[src/lars_pkg.sv]
// shared widths and types for the life automaton row step block
package lars_pkg;

    localparam int ROW_W           = 64;
    localparam int CFG_W           = 7;
    localparam int MAX_COLUMNS_DEF = 64;

    // bits one cell shows its left and right neighbors, already masked
    typedef struct packed {
        logic upper;
        logic middle;
        logic fresh;
    } lars_nbr_t;

    typedef struct packed {
        logic [ROW_W-1:0] next_cells;
        logic             frame_done;
    } lars_result_t;

    typedef struct packed {
        logic first_en;
        logic second_en;
    } lars_push_t;

endpackage

[src/life_automaton_row_step.sv]
// a completing request's results are written into the result queue when it is accepted
// throughput: one row per cycle while s_ready is high; the last row of a frame yields two
// results, and the four-entry result queue's single output port drains one result per cycle
// while m_ready is high; s_ready drops while the queue holds more than two results
// reset (aresetn low, synchronous) clears the held rows, the queue and sets the
// column count to 64
module life_automaton_row_step
    import lars_pkg::*;
#(
    parameter int MAX_COLUMNS = MAX_COLUMNS_DEF
)
(
    input  logic             aclk,
    input  logic             aresetn,
    input  logic             cfg_valid,
    output logic             cfg_ready,
    input  logic [CFG_W-1:0] cfg_columns_in_use,
    input  logic             s_valid,
    output logic             s_ready,
    input  logic [ROW_W-1:0] s_row_cells,
    input  logic             s_final_row,
    output logic             m_valid,
    input  logic             m_ready,
    output logic [ROW_W-1:0] m_next_cells,
    output logic             m_frame_done
);

    localparam logic [CFG_W-1:0] COLS_RESET = CFG_W'(64);

    logic [CFG_W-1:0] cols_reg;
    logic [CFG_W-1:0] cols_next;
    logic             held_reg;
    logic             held_next;
    logic             accept;
    logic             shift_en;
    logic             clear_en;
    logic [ROW_W-1:0] gen_mid;
    logic [ROW_W-1:0] gen_last;
    lars_push_t       push;
    lars_result_t     first_res;
    lars_result_t     second_res;
    lars_result_t     out_res;

    assign cfg_ready = 1'b1;
    assign accept    = s_valid & s_ready;
    assign shift_en  = accept & ~s_final_row;
    assign clear_en  = accept & s_final_row;

    always_comb begin
        cols_next = cols_reg;
        if (cfg_valid && cfg_ready) begin
            cols_next = cfg_columns_in_use;
        end
        held_next = held_reg;
        if (clear_en) begin
            held_next = 1'b0;
        end else if (shift_en) begin
            held_next = 1'b1;
        end
    end

    always_ff @(posedge aclk) begin
        if (!aresetn) begin
            cols_reg <= COLS_RESET;
            held_reg <= 1'b0;
        end else begin
            cols_reg <= cols_next;
            held_reg <= held_next;
        end
    end

    lars_row #(
        .MAX_COLUMNS (MAX_COLUMNS)
    ) u_row (
        .aclk      (aclk),
        .aresetn   (aresetn),
        .shift_en  (shift_en),
        .clear_en  (clear_en),
        .columns   (cols_reg),
        .row_cells (s_row_cells),
        .gen_mid   (gen_mid),
        .gen_last  (gen_last)
    );

    // a lone first row that is also final goes out as the single result
    always_comb begin
        push.first_en         = accept & (held_reg | s_final_row);
        push.second_en        = accept & held_reg & s_final_row;
        first_res.next_cells  = held_reg ? gen_mid : gen_last;
        first_res.frame_done  = ~held_reg;
        second_res.next_cells = gen_last;
        second_res.frame_done = 1'b1;
    end

    lars_queue u_queue (
        .aclk       (aclk),
        .aresetn    (aresetn),
        .push       (push),
        .first_res  (first_res),
        .second_res (second_res),
        .room_two   (s_ready),
        .out_valid  (m_valid),
        .out_ready  (m_ready),
        .out_res    (out_res)
    );

    assign m_next_cells = out_res.next_cells;
    assign m_frame_done = out_res.frame_done;

endmodule

[src/lars_cell.sv]
// one grid column: holds the two earlier rows' bits and applies the b3/s23 rule
module lars_cell
    import lars_pkg::*;
(
    input  logic      aclk,
    input  logic      aresetn,
    input  logic      shift_en,
    input  logic      clear_en,
    input  logic      col_live,
    input  logic      row_bit,
    input  lars_nbr_t left_nbr,
    input  lars_nbr_t right_nbr,
    output lars_nbr_t own_nbr,
    output logic      gen_mid,
    output logic      gen_last
);

    logic       upper_reg;
    logic       upper_next;
    logic       middle_reg;
    logic       middle_next;
    logic [3:0] count_mid;
    logic [3:0] count_last;

    always_comb begin
        upper_next  = upper_reg;
        middle_next = middle_reg;
        if (clear_en) begin
            upper_next  = 1'b0;
            middle_next = 1'b0;
        end else if (shift_en) begin
            upper_next  = middle_reg;
            middle_next = row_bit;
        end
    end

    always_ff @(posedge aclk) begin
        if (!aresetn) begin
            upper_reg  <= 1'b0;
            middle_reg <= 1'b0;
        end else begin
            upper_reg  <= upper_next;
            middle_reg <= middle_next;
        end
    end

    assign own_nbr.upper  = upper_reg & col_live;
    assign own_nbr.middle = middle_reg & col_live;
    assign own_nbr.fresh  = row_bit & col_live;

    // middle row with the incoming row below it
    assign count_mid = {3'b000, left_nbr.upper} + {3'b000, own_nbr.upper}
                     + {3'b000, right_nbr.upper} + {3'b000, left_nbr.middle}
                     + {3'b000, right_nbr.middle} + {3'b000, left_nbr.fresh}
                     + {3'b000, own_nbr.fresh} + {3'b000, right_nbr.fresh};

    // incoming row as the last one, dead border below
    assign count_last = {3'b000, left_nbr.middle} + {3'b000, own_nbr.middle}
                      + {3'b000, right_nbr.middle} + {3'b000, left_nbr.fresh}
                      + {3'b000, right_nbr.fresh};

    assign gen_mid  = col_live & ((count_mid == 4'd3)
                    | (own_nbr.middle & (count_mid == 4'd2)));
    assign gen_last = col_live & ((count_last == 4'd3)
                    | (own_nbr.fresh & (count_last == 4'd2)));

endmodule

[src/lars_row.sv]
// row of column cells wired to their neighbors
module lars_row
    import lars_pkg::*;
#(
    parameter int MAX_COLUMNS = MAX_COLUMNS_DEF
)
(
    input  logic             aclk,
    input  logic             aresetn,
    input  logic             shift_en,
    input  logic             clear_en,
    input  logic [CFG_W-1:0] columns,
    input  logic [ROW_W-1:0] row_cells,
    output logic [ROW_W-1:0] gen_mid,
    output logic [ROW_W-1:0] gen_last
);

    lars_nbr_t nbr [MAX_COLUMNS];

    for (genvar k = 0; k < ROW_W; k++) begin : g_col
        if (k < MAX_COLUMNS) begin : g_cell
            lars_nbr_t left_w;
            lars_nbr_t right_w;
            logic      live_w;

            if (k == 0) begin : g_left_edge
                assign left_w = '0;
            end else begin : g_left
                assign left_w = nbr[k-1];
            end
            if (k == MAX_COLUMNS - 1) begin : g_right_edge
                assign right_w = '0;
            end else begin : g_right
                assign right_w = nbr[k+1];
            end

            assign live_w = (columns > CFG_W'(k));

            lars_cell u_cell (
                .aclk      (aclk),
                .aresetn   (aresetn),
                .shift_en  (shift_en),
                .clear_en  (clear_en),
                .col_live  (live_w),
                .row_bit   (row_cells[k]),
                .left_nbr  (left_w),
                .right_nbr (right_w),
                .own_nbr   (nbr[k]),
                .gen_mid   (gen_mid[k]),
                .gen_last  (gen_last[k])
            );
        end else begin : g_dead
            // columns beyond the build size are always dead
            assign gen_mid[k]  = 1'b0;
            assign gen_last[k] = 1'b0;
        end
    end

endmodule

[src/lars_queue.sv]
// result queue: up to two results in a cycle, one out on out_ready
module lars_queue
    import lars_pkg::*;
(
    input  logic         aclk,
    input  logic         aresetn,
    input  lars_push_t   push,
    input  lars_result_t first_res,
    input  lars_result_t second_res,
    output logic         room_two,
    output logic         out_valid,
    input  logic         out_ready,
    output lars_result_t out_res
);

    localparam int DEPTH = 4;
    localparam int PTR_W = $clog2(DEPTH);
    localparam int CNT_W = $clog2(DEPTH + 1);

    lars_result_t entries_reg [DEPTH];
    logic [PTR_W-1:0] wr_reg;
    logic [PTR_W-1:0] wr_next;
    logic [PTR_W-1:0] wr_plus1;
    logic [PTR_W-1:0] rd_reg;
    logic [PTR_W-1:0] rd_next;
    logic [CNT_W-1:0] cnt_reg;
    logic [CNT_W-1:0] cnt_next;
    logic             pop;

    assign pop      = out_valid & out_ready;
    assign wr_plus1 = wr_reg + PTR_W'(1);

    always_comb begin
        wr_next  = wr_reg + PTR_W'(push.first_en) + PTR_W'(push.second_en);
        rd_next  = rd_reg + PTR_W'(pop);
        cnt_next = cnt_reg + CNT_W'(push.first_en) + CNT_W'(push.second_en)
                 - CNT_W'(pop);
    end

    always_ff @(posedge aclk) begin
        if (!aresetn) begin
            wr_reg  <= '0;
            rd_reg  <= '0;
            cnt_reg <= '0;
        end else begin
            wr_reg  <= wr_next;
            rd_reg  <= rd_next;
            cnt_reg <= cnt_next;
        end
    end

    always_ff @(posedge aclk) begin
        if (push.first_en) begin
            entries_reg[wr_reg] <= first_res;
        end
        if (push.second_en) begin
            entries_reg[wr_plus1] <= second_res;
        end
    end

    assign room_two  = (cnt_reg <= CNT_W'(DEPTH - 2));
    assign out_valid = (cnt_reg != '0);
    assign out_res   = entries_reg[rd_reg];

endmodule

[config.mk]
export PLATFORM = sky130hd
export DESIGN_NAME = life_automaton_row_step
export DESIGN_NICKNAME = d
export VERILOG_FILES = /design/src/lars_pkg.sv /design/src/life_automaton_row_step.sv /design/src/lars_cell.sv /design/src/lars_row.sv /design/src/lars_queue.sv
export SDC_FILE = /design/constraint.sdc
export NUM_CORES = 2
export LEC_CHECK = 0
export ABC_AREA = 1
export BUFFER_PORTS_ARGS = -buffer_cell sky130_fd_sc_hd__buf_2
export CAP_MARGIN = 5
export CORE_MARGIN = 4
export CORE_UTILIZATION = 45
export CTS_CLUSTER_SIZE = 40
export DETAILED_ROUTE_END_ITERATION = 16
export GPL_TIMING_DRIVEN = 0
export SYNTH_ARGS = -nofsm -noshare
export SYNTH_HDL_FRONTEND = slang
export SYNTH_SLANG_ARGS = --single-unit
[constraint.sdc]
create_clock -name aclk -period 5.2 [get_ports aclk]
set_clock_uncertainty 0.05 [all_clocks]
set_input_delay 1.04 -clock aclk [delete_from_list [all_inputs] [get_ports aclk]]
set_output_delay 1.04 -clock aclk [all_outputs]
set_load 0.02 [all_outputs]
# Yosys cells after proc, flatten, opt, wreduce, memory -nomap -nowiden
# Memories as Yosys holds them, arrays and structs flattened. A register that Yosys moved wholly into a read port is not among the register bits.
# Index checks and enable logic that the tools add are counted.
word_totals:
  register_bits: 143
  ramBits: 260
  out_inout_bits: 68
  word_cells: 1749
  n_memories: 1
op_classes:
  add_sub_neg: 699
  order_cmp: 65
  n_eq_ne: 256
  n_mux: 6
  bitwise: 587
  reduce_logical: 2
memory_table:
  columns: ["memory", "depth", "word_bits", "read_ports", "rd_ports_with_merged_regs", "write_ports", "line_no", "rtl"]
  rows:
  - ["u_queue.entries_reg", 4, 65, 1, 1, 2, "lars_queue.sv:20", "lars_result_t entries_reg [DEPTH];"]
ops:
  columns: ["op", "count"]
  rows:
  - ["adder 4 x 1 -> 4 bit", 312]
  - ["equality test 4 x 2 -> 1 bit (second input constant)", 252]
  - ["adder 3 x 1 -> 4 bit", 126]
  - ["AND 1 bit", 455]
  - ["adder 2 x 1 -> 3 bit", 128]
  - ["adder 1 x 1 -> 2 bit", 126]
  - ["> comparator 7 x 6 -> 1 bit (second input constant)", 32]
  - ["bitwise OR 1 bit", 129]
  - ["> comparator 7 x 5 -> 1 bit (second input constant)", 16]
  - ["two-way mux 64 bit", 1]
  - ["> comparator 7 x 4 -> 1 bit (second input constant)", 8]
  - ["> comparator 7 x 3 -> 1 bit (second input constant)", 4]
  - ["> comparator 7 x 1 -> 1 bit (second input constant)", 2]
  - ["> comparator 7 x 2 -> 1 bit (second input constant)", 2]
  - ["equality test 3 x 2 -> 1 bit (second input constant)", 4]
  - ["adder 2 x 1 -> 2 bit", 3]
  - ["adder 3 x 1 -> 3 bit", 2]
  - ["two-way mux 1 bit", 4]
  - ["less-or-equal comparator 3 x 2 -> 1 bit (second input constant)", 1]
  - ["NOT 1 bit", 3]
  - ["nonzero test 3 bit", 1]
  - ["subtractor 3 x 1 -> 3 bit", 1]
  - ["adder 2 x 1 -> 2 bit (second input constant)", 1]
  - ["two-way mux 2 bit", 1]
  - ["OR reduction 2 bit", 1]

# Logic depth before layout (Yosys ltp)
logic_depth:
  depth_word: 14
  mapped_depth: 22
  ltp_nobuf: 22

# Hierarchy
# Synthesis repeated with hierarchy kept, for this count alone.
unflattened:
  hier_cells: 5359
  hier_area_um2: 38368.0
by_module_without_submodules:
  columns: ["module", "n_inst", "cells_each", "area_per_inst_um2", "seq_area_each_um2"]
  rows:
  - ["lars_cell", 64, 47, 334.1, 40.0]
  - ["lars_queue", 1, 1955, 15260.9, 7947.6]
  - ["life_automaton_row_step", 1, 248, 1114.8, 160.2]
  - ["lars_row", 1, 148, 611.8, 0.0]

# Worst setup path after synthesis
# Ideal clock, no wire load.
synth_timing:
  path_type: "in2reg"
  startpoint: "in s_row_cells[9]"
  endpoint: "mem u_queue.entries_reg[0][9] (netlist bit), data pin"
  setup_time_ns: 0.131
  arrival_time_ns: 4.175
  required_time_ns: 5.019
  slack_ns: 0.844
  stages: 13
  path_cell_list: "inv_1 -> nor2_1 -> fa_1 -> inv_1 -> fa_1 -> inv_1 -> fa_1 -> ha_1 -> fa_1 -> o221ai_1 -> o21ai_0 -> nand3_1 -> nand2_1"
synth_lines:
  columns: ["item", "line_no", "rtl"]
  rows:
  - ["start: declaration", "life_automaton_row_step.sv:20", "input logic [ROW_W-1:0] s_row_cells,"]
  - ["end: declaration", "lars_queue.sv:20", null]

==> summary.md <==
| Metric | Value |
|---|---|
| DP HPWL | 95500 um |
| Stages on worst setup path | 16 |
| Clk buf depth | 3 |
| Full die area | 84300 sq um |
| Cell breakdown of the critical path | nand2_1, nand2_2, inv_1, o21ai_2, nand2_2, fa_1, fa_1, inv_1, fa_1, ha_1, fa_1, o21ai_0, nand4_1, nand2_1, nand2_1, nand2_1 |
| Root buffer cell | clkbuf_16 |
| Tmin final | 5090 ps |
| Synth cell types | 40 |
| Rows | 103 |
| FMAX | 197 MHz |
| Clock Latency Late Sink | 610 ps |
| Fin. Hold Viols | 0 |
| CTS hold repair buffers | 0 |
| Die H | 290 um |
| Post-synth top cells | nand2_1, inv_1, fa_1 |
| Max-cap violations | 0 |
| Gr busiest metal | met2 |
| Final ANT Viol Nets | 0 |
| Synth top area share | 0.214 |
| Post-synthesis sequential area ratio | 0.296 |
| CTS clk-pin slew, worst paths | 60 ps |
| PnR worst setup slack | 114 ps |
| Async SR Flop Fraction | 0 |
| Met1 Usage GRT | 0.412 |
| Required @ worst endpoint | 5640 ps |
| Setup WS pre-CTS | -794 ps |
| Crit end category | flop |
| Multi-input gate area | 22200 sq um |
| Hold Path Origin | u_row.g_col[6].g_cell.u_cell.upper_reg |
| Clock H-tree levels | 2 |
| Most frequent cell after synthesis | nand2_1 |
| Mapped Area | 35900 sq um |
| Wire length per cell | 21.3 um |
| Hold Slack | 418 ps |
| Combinational group share of total power | 0.537 |
| Final setup fails | 0 |
| Finished Cell Area | 40000 sq um |
| Largest net degree at the start of global routing | 48 |
| DRC errors left | 0 |
| Capture point of the worst reg-to-reg path | u_queue.entries_reg[2][50] |
| CTS tree | yes |
| R2R Setup Slk | 110 ps |
| Hold endpoint | u_row.g_col[6].g_cell.u_cell.upper_reg |
| Global-route wire length before repair | 183000 um |
| Mean Syn Cell Area | 8.12 sq um |
| DP Area | 38100 sq um |
| I/O pins | 145 |
| Sw Share | 0.478 |
| Status | finished, final reports clean |
| Fillers | 7581 |
| Initial Util | 0.454 |
| Max incr delay on CP | 520 ps |
| Hold Path Depth | 2 |
| Synthesized Nets | 5135 |
| Static Leak | 19.2 nW |
| Antenna violations before repair | 2 |
| Num CTS Buffers | 47 |
| Sw power | 7.64 mW |
| # port buffers | 142 |
| Total GRT Usage | 0.285 |
| DR vias | 30800 |
| Path type of the worst setup path | reg -> reg |
| Initial DRC Count | 2892 |
| Crit-path leading delay family | adder cells |
| P_int | 8.33 mW |
| Slew HR | 0.137 |
| Syn-to-layout area delta | 11.4% |
| Flop pwr share | 0.255 |
| Cells after Synth | 4421 |
| Final wirelength | 122000 um |
| Yosys reg bits | 403 |
| Yosys warns | 0 |
| Slew Limit Fails | 0 |
| Layout Nets | 5334 |
| Number of global-route vias before repair | 29000 |
| Met2 usage | 0.429 |
| Slowest CP cell | fa_1 |
| Total grt overflow | 0 |
| Area leader, netlist | edfxtp_1 |
| Clock Sinks | 403 |
| Clk pwr share | 0.208 |
| Worst Path Arrival | 5520 ps |
| Max reg flops | 260 |
| Tightest Hold Check Type | reg -> reg |
| Chip Width | 290 um |
| EDFF count, synth | 256 |
| Peak VDD IR | 250 uV |
| Worst-Margin Slew | 1290 ps |
| Reg2reg start | cols_reg[0] |
| CP Buf/Inv Count | 2 |
| Critical path peak fanout | 6 |
| GRT met3 Usage | 0.0624 |
| Routability cong. | 0.957 |
| Final period utilization | 0.978 |
| Layout cells sized above 1 | 0.0934 |
| Storage element area | 10600 sq um |
| DR vias/cell | 5.39 |
| Worst R2R Path Depth | 16 |
| DRT Pass-1 Iters | 8 |
| Core ar. | 79000 sq um |
| Main flop type after synthesis | edfxtp_1 |
| CP startpoint kind | flop |
| RSZ-0062 raised after global routing | yes |
| Power Density | 400 nW/um^2 |
| Top cells by area, synth | edfxtp_1, fa_1, nand2_1, ha_1, dfxtp_1 |
-- repair_timing --
item	CTS	global route
gates resized for setup	43	95
setup buffers	0	4
pin swaps	0	4
endpoints found under the setup margin	155	220
-- power by group through the flow --
stage	combinational [mW]	clock (mW)	sequential (mW)
global placement	8.19	0	4.16
floorplan	5.51	0	4.07
CTS	8.47	3.32	4.06
detailed placement	8.40	0	4.13
finish	8.58	3.32	4.08
global route	9.64	3.46	4.11
-- tightest hold or removal path: stages (launching register included) --
cell	delay (ps)
dfxtp_1	300
o21ai_0	60
a21oi_1	60
-- logic make-up (layout without fill, tap and decap cells) --
kind of cell,count (synthesis),after routing,share of synthesized area
buffers and inverters,886,1123,0.0949
flip-flops,403,403,0.296
AND/OR/NAND/NOR,1820,1820,0.205
AO/OA/AOI/OAI,671,671,0.101
adder cells (fa/ha/maj),637,637,0.302
other,1,2,0.000104
XOR/XNOR,3,3,0.000732
-- area by class of cell --
| type | instances | area share |
|---|---|---|
| Multi-Input combinational cell | 3132 | 0.556 |
| Timing Repair Buffer | 150 | 0.0213 |
| Buffer | 168 | 0.0179 |
| Clock inverter | 21 | 0.00426 |
| Antenna cell | 1 | 0.0000626 |
| Tap cell | 1050 | 0.0329 |
| Sequential cell | 403 | 0.266 |
| Inverter | 718 | 0.0674 |
| Clock buffer | 66 | 0.0337 |
-- cells in the final DEF, fill, tap and decap left out, drive strengths merged, types with 6 or more instances in the layout --
cell | Yosys | routed
nand2 | 1240 | 1240
inv | 718 | 719
fa | 380 | 380
o21ai | 378 | 378
nor2 | 355 | 355
ha | 257 | 257
edfxtp | 256 | 256
buf | 65 | 214
clkbuf | 103 | 170
a21oi | 168 | 168
dfxtp | 147 | 147
nand3 | 91 | 91
o22ai | 65 | 65
nand4 | 53 | 53
nand3b | 37 | 37
or2 | 32 | 32
o2111ai | 22 | 22
o211ai | 21 | 21
clkinv | 0 | 18
and2 | 6 | 6
a211oi | 6 | 6
-- worst max path at each step --
stage                                       endpoint            from
after floorplan            u_queue.entries_reg[0][9]  s_row_cells[9]
after global placement    u_queue.entries_reg[1][57]     cols_reg[2]
after detailed placement  u_queue.entries_reg[3][57]     cols_reg[2]
after CTS                 u_queue.entries_reg[1][20]     cols_reg[1]
after global routing      u_queue.entries_reg[2][52]     cols_reg[4]
final                     u_queue.entries_reg[2][50]     cols_reg[0]
-- routing by layer --
metal	wire, um	vias to the layer above
met3	11900	246
met2	52400	1330
met4	4340	2
li1	-	14500
met5	13	-
met1	53000	14700
-- metrics by stage --
step           utilization  total power, mW  std cells  setup TNS (ps)
6_report             0.506             16.0       5709               0
3_3_place_gp         0.480             12.3       5613         -157640
5_1_grt              0.506             17.2       5709            -360
4_1_cts              0.502             15.9       5704               0
2_1_floorplan            -             9.58       4421               0
3_5_place_dp         0.482             12.5       5617          -36980
(Power assumes the default switching activity.)
